**src/rtl/core/joystick_joint_jog_limiter_defines.svh**
```systemverilog
// ----------------------------------------------------------------------------
// Joystick joint jog limiter assertion macros
// Shared property forms for the concurrent checks of the jog limiter.
// ----------------------------------------------------------------------------
`ifndef JOYSTICK_JOINT_JOG_LIMITER_DEFINES_SVH
`define JOYSTICK_JOINT_JOG_LIMITER_DEFINES_SVH

// A condition that must hold at every clock edge outside reset.
`define JJJL_ASSERT_NOW(label, clk, rst, cond, msg) \
  label: assert property (@(posedge clk) disable iff (rst) (cond)) \
    else $error(msg);

// A condition that must hold in the cycle after the trigger.
`define JJJL_ASSERT_NEXT(label, clk, rst, ante, cons, msg) \
  label: assert property (@(posedge clk) disable iff (rst) (ante) |=> (cons)) \
    else $error(msg);

`endif

```
**src/rtl/core/jjjl_pkg.sv**
```systemverilog
`timescale 1ns / 1ps
// ----------------------------------------------------------------------------
// Joystick joint jog limiter package
// Word types, register indexes, rate constants and joint limits.
// ----------------------------------------------------------------------------
package jjjl_pkg;

  typedef struct packed {
    logic signed [15:0] axis_sideways;
    logic signed [15:0] axis_forward;
    logic signed [15:0] trigger_open;
    logic signed [15:0] axis_lift;
    logic signed [15:0] trigger_close;
    logic signed [15:0] dpad_horizontal;
    logic signed [15:0] dpad_vertical;
    logic        [3:0]  preset_buttons;
  } sample_t;

  typedef struct packed {
    logic [6:0] duty_base;
    logic [7:0] duty_shoulder;
    logic [6:0] duty_elbow;
    logic [7:0] duty_hand_tilt;
    logic [7:0] duty_wrist_turn;
    logic [7:0] duty_gripper;
  } duty_t;

  typedef struct packed {
    logic load;
    logic step;
  } lane_ctrl_t;

  localparam int AXIS_COUNT = 7;
  localparam int RATE_LANES = 7;
  localparam int JOINTS     = 6;

  localparam logic CFG_AXIS_SCALE      = 1'b0;
  localparam logic CFG_PUBLISH_DIVIDER = 1'b1;

  localparam logic signed [15:0] AXIS_SCALE_RESET      = 16'sd4096;
  localparam logic        [1:0]  PUBLISH_DIVIDER_RESET = 2'd2;

  localparam int BTN_A = 0;
  localparam int BTN_B = 1;
  localparam int BTN_X = 2;
  localparam int BTN_Y = 3;

  // Axis lanes in word order.
  localparam int AX_SIDEWAYS = 0;
  localparam int AX_FORWARD  = 1;
  localparam int AX_OPEN     = 2;
  localparam int AX_LIFT     = 3;
  localparam int AX_CLOSE    = 4;
  localparam int AX_DPAD_H   = 5;
  localparam int AX_DPAD_V   = 6;

  // Rates in Q0.16.
  localparam logic [15:0] RATE_0P1  = 16'd6554;
  localparam logic [15:0] RATE_0P03 = 16'd1966;
  localparam logic [15:0] RATE_0P06 = 16'd3932;
  localparam logic [15:0] RATE_0P4  = 16'd26214;
  localparam logic [15:0] RATE_0P5  = 16'd32768;

  // Rate lanes: source axis and rate of each scaled term.
  localparam int RL_FWD_10  = 0;
  localparam int RL_FWD_03  = 1;
  localparam int RL_SIDE_06 = 2;
  localparam int RL_DPV_40  = 3;
  localparam int RL_DPH_50  = 4;
  localparam int RL_LIFT_10 = 5;
  localparam int RL_LIFT_03 = 6;

  localparam int RATE_SRC [RATE_LANES] = '{
    AX_FORWARD, AX_FORWARD, AX_SIDEWAYS, AX_DPAD_V, AX_DPAD_H, AX_LIFT, AX_LIFT
  };
  localparam logic [15:0] RATE_VAL [RATE_LANES] = '{
    RATE_0P1, RATE_0P03, RATE_0P06, RATE_0P4, RATE_0P5, RATE_0P1, RATE_0P03
  };

  localparam int JOINT_MIN   [JOINTS] = '{50, 57, 52, 95, 65, 30};
  localparam int JOINT_MAX   [JOINTS] = '{120, 140, 115, 135, 160, 160};
  localparam int JOINT_RESET [JOINTS] = '{100, 100, 100, 90, 100, 100};

  localparam int REACH_J1_FLOOR = 57;
  localparam int REACH_J1_CEIL  = 140;
  localparam int REACH_J2_FLOOR = 52;
  localparam int REACH_J2_CEIL  = 115;

  localparam int PRESET_HOME   = 100;
  localparam int PRESET_X_J1   = 140;
  localparam int PRESET_X_J2   = 115;
  localparam int PRESET_X_J3   = 135;
  localparam int PRESET_Y_J0   = 100;
  localparam int PRESET_Y_J1   = 140;
  localparam int PRESET_Y_J2   = 57;
  localparam int PRESET_Y_J3   = 52;
  localparam int PRESET_Y_J4   = 90;

endpackage

```
**src/rtl/core/jjjl_axis_mul.sv**
```systemverilog
`timescale 1ns / 1ps
// ----------------------------------------------------------------------------
// Jog limiter axis multiplier
// Bit-serial signed multiply of the gain by one axis, one axis bit per cycle,
// while step is high, keeping the full product in a shift register.
// ----------------------------------------------------------------------------
module jjjl_axis_mul (
  input  logic                clk,
  input  jjjl_pkg::lane_ctrl_t ctrl,
  input  logic                last,
  input  logic signed [15:0]  gain,
  input  logic signed [15:0]  axis,
  output logic signed [31:0]  product
);

  logic signed [16:0] hi;
  logic        [15:0] lo;
  logic signed [17:0] addend;
  logic signed [17:0] sum;

  // The sign bit of the axis carries negative weight.
  always_comb begin
    addend = '0;
    if (lo[0]) begin
      addend = last ? -18'(gain) : 18'(gain);
    end
    sum = 18'(hi) + addend;
  end

  always_ff @(posedge clk) begin
    if (ctrl.load) begin
      hi <= '0;
      lo <= axis;
    end else if (ctrl.step) begin
      hi <= sum[17:1];
      lo <= {sum[0], lo[15:1]};
    end
  end

  assign product = {hi[15:0], lo};

endmodule

```
**src/rtl/core/jjjl_rate_mul.sv**
```systemverilog
`timescale 1ns / 1ps
// ----------------------------------------------------------------------------
// Jog limiter rate multiplier
// Bit-serial multiply of a product by an unsigned Q0.16 rate, one rate bit per
// cycle while step is high, flooring the result in the product's format.
// ----------------------------------------------------------------------------
module jjjl_rate_mul (
  input  logic                clk,
  input  jjjl_pkg::lane_ctrl_t ctrl,
  input  logic        [15:0]  rate,
  input  logic signed [31:0]  operand,
  output logic signed [31:0]  term
);

  logic signed [32:0] acc;
  logic        [15:0] rsh;
  logic signed [33:0] sum;

  always_comb begin
    sum = 34'(acc) + (rsh[0] ? 34'(operand) : 34'sd0);
  end

  always_ff @(posedge clk) begin
    if (ctrl.load) begin
      acc <= '0;
      rsh <= rate;
    end else if (ctrl.step) begin
      acc <= sum[33:1];
      rsh <= {1'b0, rsh[15:1]};
    end
  end

  assign term = acc[31:0];

endmodule

```
**src/rtl/core/joystick_joint_jog_limiter.sv**
```systemverilog
`timescale 1ns / 1ps
// duty_valid is registered and rises when S_UPD commits an update that the
// publish divider lets through. A new sample word is taken only in S_IDLE,
// after the bit-serial gain and rate multipliers run and the update commits.
// A full duty register that is not taken holds the joint update in place.
// Reset (synchronous, active high) restores the home joint positions,
// clears the skip counter and loads the register reset values.
// ----------------------------------------------------------------------------
// Joystick joint jog limiter
// Integrates scaled joystick axes into six clamped joint positions, applies
// the reach guard and button presets, and publishes duty bytes.
// ----------------------------------------------------------------------------
`include "joystick_joint_jog_limiter_defines.svh"

module joystick_joint_jog_limiter #(
  parameter int POSITION_FRACTION_BITS = 8,
  parameter int JOINT_COUNT            = 6
) (
  input  logic              clk,
  input  logic              rst,
  input  logic              sample_valid,
  output logic              sample_ready,
  input  jjjl_pkg::sample_t sample,
  output logic              duty_valid,
  input  logic              duty_ready,
  output jjjl_pkg::duty_t   duty,
  input  logic              cfg_we,
  input  logic              cfg_index,
  input  logic [15:0]       cfg_data
);

  import jjjl_pkg::*;

  localparam int F   = POSITION_FRACTION_BITS;
  localparam int PW  = F + 10;
  localparam int TSH = 26 - F;

  localparam logic [2:0] S_IDLE = 3'd0;
  localparam logic [2:0] S_MUL  = 3'd1;
  localparam logic [2:0] S_RATE = 3'd2;
  localparam logic [2:0] S_SUM  = 3'd3;
  localparam logic [2:0] S_UPD  = 3'd4;

  localparam logic [3:0] STEP_LAST = 4'd15;

  function automatic logic signed [PW-1:0] fix(input int units);
    return PW'(units <<< F);
  endfunction

  function automatic logic signed [PW-1:0] to_pos(input logic signed [31:0] v);
    logic signed [31:0] sh;
    sh = v >>> TSH;
    return sh[PW-1:0];
  endfunction

  logic [2:0]              state;
  logic [3:0]              cnt;
  logic signed [15:0]      axis_scale;
  logic [1:0]              publish_div;
  logic [1:0]              skip_cnt;
  logic [3:0]              btn;
  logic                    blocked;
  logic signed [PW-1:0]    joint_pos [JOINT_COUNT];
  logic signed [PW-1:0]    sum_pos   [JOINT_COUNT];
  logic signed [PW-1:0]    sum_next  [JOINT_COUNT];
  logic signed [PW-1:0]    pre_pos   [JOINT_COUNT];
  logic signed [PW-1:0]    new_pos   [JOINT_COUNT];
  logic signed [15:0]      axis      [AXIS_COUNT];
  logic signed [31:0]      prod      [AXIS_COUNT];
  logic signed [31:0]      term      [RATE_LANES];
  logic signed [PW-1:0]    t         [RATE_LANES];
  logic signed [PW-1:0]    fwd10;
  logic signed [PW-1:0]    fwd03;
  logic                    accept;
  logic                    emit;
  logic                    commit;
  logic                    d_pos;
  logic                    d_neg;
  logic                    blocked_next;
  lane_ctrl_t              mul_ctrl;
  lane_ctrl_t              rate_ctrl;

  assign sample_ready = (state == S_IDLE);
  assign accept       = sample_valid && sample_ready;
  assign emit         = (skip_cnt >= publish_div);
  assign commit       = (state == S_UPD) && (!emit || !duty_valid || duty_ready);

  assign axis[AX_SIDEWAYS] = sample.axis_sideways;
  assign axis[AX_FORWARD]  = sample.axis_forward;
  assign axis[AX_OPEN]     = sample.trigger_open;
  assign axis[AX_LIFT]     = sample.axis_lift;
  assign axis[AX_CLOSE]    = sample.trigger_close;
  assign axis[AX_DPAD_H]   = sample.dpad_horizontal;
  assign axis[AX_DPAD_V]   = sample.dpad_vertical;

  assign mul_ctrl.load  = accept;
  assign mul_ctrl.step  = (state == S_MUL);
  assign rate_ctrl.load = accept;
  assign rate_ctrl.step = (state == S_RATE);

  for (genvar g = 0; g < AXIS_COUNT; g++) begin : g_axis
    jjjl_axis_mul u_mul (
      .clk     (clk),
      .ctrl    (mul_ctrl),
      .last    (cnt == STEP_LAST),
      .gain    (axis_scale),
      .axis    (axis[g]),
      .product (prod[g])
    );
  end

  for (genvar g = 0; g < RATE_LANES; g++) begin : g_rate
    jjjl_rate_mul u_rate (
      .clk     (clk),
      .ctrl    (rate_ctrl),
      .rate    (RATE_VAL[g]),
      .operand (prod[RATE_SRC[g]]),
      .term    (term[g])
    );
    assign t[g] = to_pos(term[g]);
  end

  // Reach guard on the positions held before this sample.
  always_comb begin
    d_pos = (axis_scale != '0) && (sample.axis_forward != '0) &&
            (axis_scale[15] == sample.axis_forward[15]);
    d_neg = (axis_scale != '0) && (sample.axis_forward != '0) &&
            (axis_scale[15] != sample.axis_forward[15]);
    blocked_next = (joint_pos[1] <= fix(REACH_J1_FLOOR) && d_pos) ||
                   (joint_pos[1] >= fix(REACH_J1_CEIL) && d_neg) ||
                   (joint_pos[2] <= fix(REACH_J2_FLOOR) && d_pos) ||
                   (joint_pos[2] >= fix(REACH_J2_CEIL) && d_neg);
  end

  always_comb begin
    fwd10 = blocked ? '0 : t[RL_FWD_10];
    fwd03 = blocked ? '0 : t[RL_FWD_03];
    sum_next[0] = joint_pos[0] - t[RL_SIDE_06];
    sum_next[1] = joint_pos[1] - fwd10 + t[RL_LIFT_10];
    sum_next[2] = joint_pos[2] + fwd10 + t[RL_LIFT_10];
    sum_next[3] = joint_pos[3] + fwd03 - t[RL_DPV_40] - t[RL_LIFT_03];
    sum_next[4] = joint_pos[4] - t[RL_DPH_50];
    // The trigger offsets of one unit cancel each other.
    sum_next[5] = joint_pos[5] + to_pos(prod[AX_OPEN]) - to_pos(prod[AX_CLOSE]);
  end

  always_comb begin
    pre_pos = sum_pos;
    if (axis_scale != '0) begin
      if (btn[BTN_A]) begin
        pre_pos[0] = fix(PRESET_HOME);
        pre_pos[1] = fix(PRESET_HOME);
        pre_pos[2] = fix(PRESET_HOME);
        pre_pos[3] = fix(PRESET_HOME);
      end else if (btn[BTN_B]) begin
        // The B button only masks the X and Y presets.
        pre_pos = sum_pos;
      end else if (btn[BTN_X]) begin
        pre_pos[1] = fix(PRESET_X_J1);
        pre_pos[2] = fix(PRESET_X_J2);
        pre_pos[3] = fix(PRESET_X_J3);
      end else if (btn[BTN_Y]) begin
        pre_pos[0] = fix(PRESET_Y_J0);
        pre_pos[1] = fix(PRESET_Y_J1);
        pre_pos[2] = fix(PRESET_Y_J2);
        pre_pos[3] = fix(PRESET_Y_J3);
        pre_pos[4] = fix(PRESET_Y_J4);
      end
    end
    for (int k = 0; k < JOINT_COUNT; k++) begin
      if (pre_pos[k] < fix(JOINT_MIN[k])) begin
        new_pos[k] = fix(JOINT_MIN[k]);
      end else if (pre_pos[k] > fix(JOINT_MAX[k])) begin
        new_pos[k] = fix(JOINT_MAX[k]);
      end else begin
        new_pos[k] = pre_pos[k];
      end
    end
  end

  always_ff @(posedge clk) begin
    if (rst) begin
      axis_scale  <= AXIS_SCALE_RESET;
      publish_div <= PUBLISH_DIVIDER_RESET;
    end else if (cfg_we) begin
      case (cfg_index)
        CFG_AXIS_SCALE: begin
          axis_scale <= cfg_data;
        end
        CFG_PUBLISH_DIVIDER: begin
          publish_div <= cfg_data[1:0];
        end
        default: begin
        end
      endcase
    end
  end

  always_ff @(posedge clk) begin
    if (rst) begin
      state <= S_IDLE;
      cnt   <= '0;
    end else begin
      case (state)
        S_IDLE: begin
          if (accept) begin
            state <= S_MUL;
            cnt   <= '0;
          end
        end
        S_MUL: begin
          cnt <= cnt + 4'd1;
          if (cnt == STEP_LAST) begin
            state <= S_RATE;
          end
        end
        S_RATE: begin
          cnt <= cnt + 4'd1;
          if (cnt == STEP_LAST) begin
            state <= S_SUM;
          end
        end
        S_SUM: begin
          state <= S_UPD;
        end
        S_UPD: begin
          if (commit) begin
            state <= S_IDLE;
          end
        end
        default: begin
          state <= S_IDLE;
        end
      endcase
    end
  end

  always_ff @(posedge clk) begin
    if (accept) begin
      btn     <= sample.preset_buttons;
      blocked <= blocked_next;
    end
    if (state == S_SUM) begin
      sum_pos <= sum_next;
    end
  end

  always_ff @(posedge clk) begin
    if (rst) begin
      skip_cnt <= '0;
      for (int k = 0; k < JOINT_COUNT; k++) begin
        joint_pos[k] <= fix(JOINT_RESET[k]);
      end
    end else if (commit) begin
      joint_pos <= new_pos;
      skip_cnt  <= emit ? 2'd0 : skip_cnt + 2'd1;
    end
  end

  always_ff @(posedge clk) begin
    if (rst) begin
      duty_valid <= 1'b0;
    end else if (commit && emit) begin
      duty_valid <= 1'b1;
    end else if (duty_ready) begin
      duty_valid <= 1'b0;
    end
  end

  always_ff @(posedge clk) begin
    if (commit && emit) begin
      duty.duty_base       <= new_pos[0][F+6:F];
      duty.duty_shoulder   <= new_pos[1][F+7:F];
      duty.duty_elbow      <= new_pos[2][F+6:F];
      duty.duty_hand_tilt  <= new_pos[3][F+7:F];
      duty.duty_wrist_turn <= new_pos[4][F+7:F];
      duty.duty_gripper    <= new_pos[5][F+7:F];
    end
  end

  `JJJL_ASSERT_NEXT(a_accept_starts, clk, rst, accept, state == S_MUL, "accepted word did not start the multiply")
  `JJJL_ASSERT_NEXT(a_stall_holds, clk, rst, state == S_UPD && emit && duty_valid && !duty_ready, state == S_UPD && $stable(joint_pos[5]), "joint update passed a full duty register")
  `JJJL_ASSERT_NOW(a_grip_range, clk, rst, joint_pos[5] >= fix(JOINT_MIN[5]) && joint_pos[5] <= fix(JOINT_MAX[5]), "gripper position left its range")

endmodule

```
**config.mk**
```make
export PLATFORM = sky130hd
export DESIGN_NAME = joystick_joint_jog_limiter
export DESIGN_NICKNAME = d
export VERILOG_FILES = /design/src/rtl/core/jjjl_pkg.sv /design/src/rtl/core/jjjl_axis_mul.sv /design/src/rtl/core/jjjl_rate_mul.sv /design/src/rtl/core/joystick_joint_jog_limiter.sv
export VERILOG_INCLUDE_DIRS = /design/src /design/src/rtl/core
export SDC_FILE = /design/constraint.sdc
export NUM_CORES = 2
export LEC_CHECK = 0
export ABC_AREA = 0
export ABC_CLOCK_PERIOD_IN_PS = 5500
export BUFFER_PORTS_ARGS = -buffer_cell sky130_fd_sc_hd__buf_2
export CAP_MARGIN = 20
export CORE_ASPECT_RATIO = 0.5
export CORE_UTILIZATION = 58
export CTS_CLUSTER_DIAMETER = 120
export DETAILED_ROUTE_END_ITERATION = 8
export PLACE_DENSITY_LB_ADDON = 0.12
export SYNTH_ARGS = -nofsm -noshare
export SYNTH_HDL_FRONTEND = slang
export SYNTH_SLANG_ARGS = --single-unit
```
**constraint.sdc**
```tcl
create_clock -name clk -period 5.5 [get_ports clk]
set_input_delay 0.55 -clock clk [delete_from_list [all_inputs] [get_ports clk]]
set_output_delay 0.55 -clock clk [all_outputs]
set_load 0.01 [all_outputs]
```
Word level (Yosys, flattened, before mapping)

Index checks and enable logic that the tools add are counted.

Word-level logic and storage cells: 200
Output and inout bits: 48
Bits of input ports: 138
Register bits: 848

Equal/unequal tests: 11
Bitwise operators: 1
Reduce and logical (&&, ||, !) cells: 28
Magnitude comparators: 17
$add $sub $neg: 28
Mux-type cells: 61

Operators by type and width:

| kind                   | count |
|---|---|
| $mux W18               | 24 |
| $add A33 B34 Y34       | 7 |
| $mux W34               | 7 |
| $mux W16               | 14 |
| $mux W90               | 2 |
| $add A17 B18 Y18       | 7 |
| $mux W108              | 1 |
| $sub A18 B14 Y18       | 5 |
| $gt A18 B17 Y1 const B | 4 |
| $mux W72               | 1 |
| $add A18 B14 Y18       | 3 |
| $lt A18 B15 Y1 const B | 3 |
| $mux W54               | 1 |
| $add A18 B18 Y18       | 2 |
| $gt A18 B16 Y1 const B | 2 |
| $le A18 B15 Y1 const B | 2 |
| $lt A18 B16 Y1 const B | 2 |
| $mux W36               | 1 |
| $reduce_bool A16 Y1    | 2 |
| $ge A18 B16 Y1 const B | 1 |
| $ge A18 B17 Y1 const B | 1 |
| $lt A18 B14 Y1 const B | 1 |
| $neg A16 Y18           | 1 |
| $sub A18 B18 Y18       | 1 |
| other kinds (26)       | 51 |

Depth between registers and ports, before layout

Depth in word-level cells: 8
Gate-level depth with buffers: 18
Depth with buffers taken out: 18

Hierarchy

A second synthesis with hierarchy kept.

Cell total of the unflattened synthesis: 7441
Area total of the unflattened synthesis: 66162.2 sq um

By module, submodules not included:

| module                               | sequential area each (sq um) | cells an instance | instances | area an instance (sq um) |
|---|---|---|---|---|
| jjjl_rate_mul (g_rate[0].u_rate ...) | 1141.1                       | 495               | 6         | 4113.9 |
| joystick_joint_jog_limiter           | 7497.2                       | 1895              | 1         | 18465.2 |
| jjjl_axis_mul (g_axis[0].u_mul ...)  | 820.8                        | 298               | 6         | 2701.3 |
| jjjl_rate_mul (g_rate[6].u_rate)     | 1141.1                       | 493               | 1         | 4116.4 |
| jjjl_axis_mul (g_axis[3].u_mul)      | 820.8                        | 295               | 1         | 2688.8 |

Least setup slack after synthesis

No wires, ideal clock.

Kind: register to register
Start point: register state[1]
End point: register sum_pos[0] (netlist bit) (enable)
Stages on the path, launching flop included: 4
Slack: -0.290 ns
Required time: 4.923 ns
Clock period less this slack: 5.790 ns
Data arrival time: 5.213 ns
Library setup time: 0.577 ns
Buffers on the path: 1
Path through: dfxtp_1 -> buf_1 -> nand2_1 -> nor2_1

Cells in the longest elaborated chain, start to end: 1

RTL lines:

| item                   | RTL line                          | RTL |
|---|---|---|
| from (decl)            | joystick_joint_jog_limiter.sv:56  | `logic [2:0] state;` |
| from (signal assigned) | joystick_joint_jog_limiter.sv:201 | `state <= S_IDLE;` |
| from (signal assigned) | joystick_joint_jog_limiter.sv:207 | `state <= S_MUL;` |
| from (signal assigned) | joystick_joint_jog_limiter.sv:214 | `state <= S_RATE;` |
| $eq A3 B2 Y1           | joystick_joint_jog_limiter.sv:243 | `if (state == S_SUM) begin` |
| to (signal assigned)   | joystick_joint_jog_limiter.sv:244 | `sum_pos <= sum_next;` |
| to (decl)              | joystick_joint_jog_limiter.sv:64  | `logic signed [PW-1:0] sum_pos [JOINT_COUNT];` |

No other way between the ends.
A chain may end at the register's enable or synchronous reset.

==> reports/results.txt <==
The flow ran to the end, and the final reports show no timing, DRC or antenna violations. During I/O placement, the number of pins put on the boundary was 186. The library cell used most frequently in the layout, excluding fill and tap cells, is nand2_1. The class of the worst hold path is input port to register. The logs give 0.0255 ns for the setup skew after layout and 35.0% for the fraction of the yosys area taken by sequential cells. Counting flops with a built-in enable in the synthesized netlist gives 271. The number of gates given a new drive strength after cts was 0. Entering global routing, the biggest net connects 169 pins. The worst register-to-register path ends at sum_pos[86]$_DFFE_PP_.

For this run, the detailed router's first-pass iteration total came to 6. In this run the worst setup path begins at blocked$_DFFE_PP_. The total negative setup slack is 0 ns.

Counting every net in the synthesized netlist gives 7022. The die covers 93400 µm². The count of final max-slew check failures was 0.

The fraction of final layout cells sized beyond drive strength 1 was 6.77%. The analysis attributes to cell leakage a power of 25.3 nW. The detailed-route vias per instance was 5.97; the arrival time of data at the critical path endpoint was 5.28 ns. The worst pin sits at a relative slew slack of 17.3%. Routability-driven placement finished with a final weighted congestion of 0.960.

Number of global-route vias before repair: 43291. The number of placement rows was 78. The power density over cell area came out at 238 nW/µm². Cell accounting for the most synthesized area: dfxtp_1. Setup repair after global routing left no endpoint under its margin.

For this run, the slowest stage of the critical path takes 0.82 ns. The signal on the critical path passes through buf_4 -> nand2b_1 -> inv_1 -> ha_1 -> inv_1 -> ha_1 -> inv_1 -> fa_1 -> nor2b_1 -> o21ai_0 -> a21boi_0 -> o21ai_0 -> a21boi_0 -> o21ai_0 -> a21oi_1 -> o41ai_1 -> or4b_2 -> o211ai_1. The estimated wirelength of the detail-placed design was 110 mm. The worst-path maximum fanout is 27. The synthesized cell area came out at 53400 µm². The depth of the most critical reg-to-reg path is 18.

The Yosys step of the flow raised 0 warnings. At the pin with the least slew margin, the transition time is 1.23 ns. After filler insertion, the fill cell instance count of the layout stands at 7931. The cell at the slowest stage of the critical path is o41ai_1. For the worst voltage drop across the vdd grid, the log shows 0.000168 V.

The cell depth of the worst setup path works out to 18. In this run, CTS created clock tree buffers numbering 77. During placement, the flow inserted port buffers numbering 185.

After the first detailed-routing iteration, the DRC count stood at 4144. The final critical-path share of the clock period came out at 86.9%. The H-tree was split into 3 levels.

The sequential cells in the finished layout cover a total of 18700 µm². TritonCTS built the clock tree. The tools report the floorplan core area as 91000 µm². In the synthesized netlist the async set-or-reset flop fraction comes to 0%. The area overhead of the layout relative to synthesis came out at 9.03%. The average footprint of a synthesized cell works out to 8.44 µm².

The number of instances in the synthesized netlist is 6330. The clock reaches the later pin of the worst-skew pair after 0.70 ns. For this configuration, the core starts out at a cell density of 58.7%. In the layout the commonest cells are 1064 x nand2_1, 526 x dfxtp_1, 506 x a21oi_1. The height of the chip is 217 µm, and the residual overflow from global routing is 0. After clock tree synthesis, the clock-pin slew on the worst setup and hold paths is 0.07 ns. Counting flops and latches in the post-synthesis netlist gives 799. In the final routed layout, each cell accounts on average for 19.4 µm.

The detail route stage leaves a number of antenna-violating nets equal to 0. The tools report the capture point of the critical path as sum_pos[86]$_DFFE_PP_. The critical path is of the register to register type. Counting distinct cell types in the post-synthesis netlist gives 89. The number of clock sinks seen by CTS was 799; the area of the multi-input gates was 32600 µm². The time the final worst path needs with I/O delays and setup was 4.78 ns. The first global-routing pass estimated 234 mm of wire. Routed wire length: 150 mm. Prevailing post-synth register cell: dfxtp_1. The synthesized design devotes to its leading area cell type 19.8% of total area. The overall die width is 431 µm. The critical path contains buffers and inverters numbering 4 combined.

For flop-to-flop paths, the worst setup slack is 0.72 ns. Clock tree synthesis selected as its root buffer the cell clkbuf_16. Setup violations remaining at the end of the flow were counted as 0.

After clock tree synthesis, the flow added hold-fix buffers numbering 0. The number of buffers on the longest clock path was 3; the maximum clock frequency was 209 MHz. The tool flagged a number of max-cap violations equal to 0. The net count of the finished layout is 7112. Startpoint of the worst-slack reg-to-reg timing path: blocked$_DFFE_PP_.

After clock tree synthesis, the setup repair step added 0 buffers. Initial antenna violation count: 6. Cell family contributing the most delay on the critical path: compound AO/OA/AOI/OAI gates.

STA classifies the critical path endpoint as a register. In the post-synthesis netlist, the biggest area contributors are dfxtp_1 20%, edfxtp_1 15%, ha_1 11%, nand2_1 7.5%, a21oi_1 4.7%. For this run, the total global-route usage over all layers was measured as 31.5%.

For the worst setup path, the data required time is 6.00 ns. The worst hold margin is 0.0663 ns. For the total count of hold-check failures in the final report, the log shows 0.

In the routed design, unresolved DRC markers number 0. Detailed routing inserted a total of 46135 vias. The tools report the launching element type of the critical path as a register.
-- flip-flops by register name, summed over array words and instances (netlist names) --
register	count
duty_valid	1
btn	4
publish_div	2
cnt	4
blocked	1
duty	46
g_rate.u_rate.acc	231
joint_pos	108
state	3
g_rate.u_rate.rsh	42
g_axis.u_mul.hi	119
sum_pos	108
g_axis.u_mul.lo	112
axis_scale	16
skip_cnt	2
-- worst min path at each step --
stage	cells past startpoint	startpoint	slack, ns	endpoint
after floorplan	2	g_rate[4].u_rate.rsh[15]$_SDFFE_PP1N_	0.42	g_rate[4].u_rate.rsh[15]$_SDFFE_PP1N_
after global placement	2	g_rate[2].u_rate.rsh[2]$_SDFFE_PP1N_	0.43	g_rate[2].u_rate.rsh[1]$_SDFFE_PP0N_
after detailed placement	2	g_rate[4].u_rate.rsh[15]$_SDFFE_PP1N_	0.43	g_rate[4].u_rate.rsh[15]$_SDFFE_PP1N_
after CTS	1	sample[1]	0.03	btn[1]$_DFFE_PP_
after global routing	1	sample[1]	0.04	btn[1]$_DFFE_PP_
final	1	sample[1]	0.07	btn[1]$_DFFE_PP_
-- cells by family (layout without fill, tap and decap cells) --
| kind of cell | count (synthesis) | after routing | synth area share (%) |
|---|---|---|---|
| AOI/OAI and AO/OA | 1582 | 1582 | 18.6 |
| xor gates and xnor gates | 383 | 383 | 6.28 |
| adders and majority gates | 554 | 554 | 14.4 |
| buffers and inverters | 584 | 738 | 4.14 |
| DFF | 799 | 799 | 35.0 |
| muxes | 9 | 9 | 0.171 |
| other | 0 | 2 | 0 |
| and+or+nand+nor | 2419 | 2419 | 21.4 |
-- cell type report --
| cell class | instances | area share, % |
|---|---|---|
| Tap cell | 1240 | 2.66 |
| Clock buffer | 104 | 3.86 |
| Antenna cell | 2 | 0.00860 |
| Multi-Input combinational cell | 4947 | 55.9 |
| Inverter | 355 | 2.31 |
| Sequential cell | 799 | 32.1 |
| Clock inverter | 39 | 0.664 |
| Timing Repair Buffer | 240 | 2.42 |
-- layer usage --
| metal | track usage, % | vias to the layer above | part of all wire (%) |
|---|---|---|---|
| li1 | - | 22348 | - |
| met4 | 7.76 | 2 | 2.1 |
| met5 | 0 | - | 0.0080 |
| met3 | 6.81 | 242 | 9.0 |
| met1 | 46.6 | 21954 | 48 |
| met2 | 46.3 | 1589 | 41 |
-- through the flow --
| step | setup slack [ns] | area [µm²] | utilization (%) | std cells | power [mW] |
|---|---|---|---|---|---|
| 2_1_floorplan | 0.755 | 53400 | - | 6330 | 7.74 |
| 3_5_place_dp | 0.897 | 55600 | 61.1 | 7579 | 8.26 |
| 5_1_grt | 0.335 | 58200 | 64.0 | 7724 | 14.3 |
| 4_1_cts | 0.805 | 58200 | 64.0 | 7722 | 13.9 |
| 6_report | 0.721 | 58200 | 64.0 | 7726 | 13.9 |
| 3_3_place_gp | 1.12 | 55600 | 61.1 | 7579 | 8.21 |
-- cells in the mapped netlist (163+ instances only) --
cell,count
dfxtp_1,528
a21oi_1,506
a21o_1,164
xnor2_1,250
and2_1,268
ha_1,452
nand3_1,163
nor2_1,323
clkbuf_1,210
inv_1,353
edfxtp_1,271
nand2_1,1066
o21ai_0,383
nor2b_1,176
-- power breakdown --
| group | internal [mW] | switching (mW) | total [mW] |
|---|---|---|---|
| clock | 3.14 | 2.55 | 5.69 |
| sequential | 6.38 | 0.229 | 6.61 |
| combinational | 0.596 | 0.956 | 1.55 |
No activity file was read; power rests on OpenSTA's default activity.
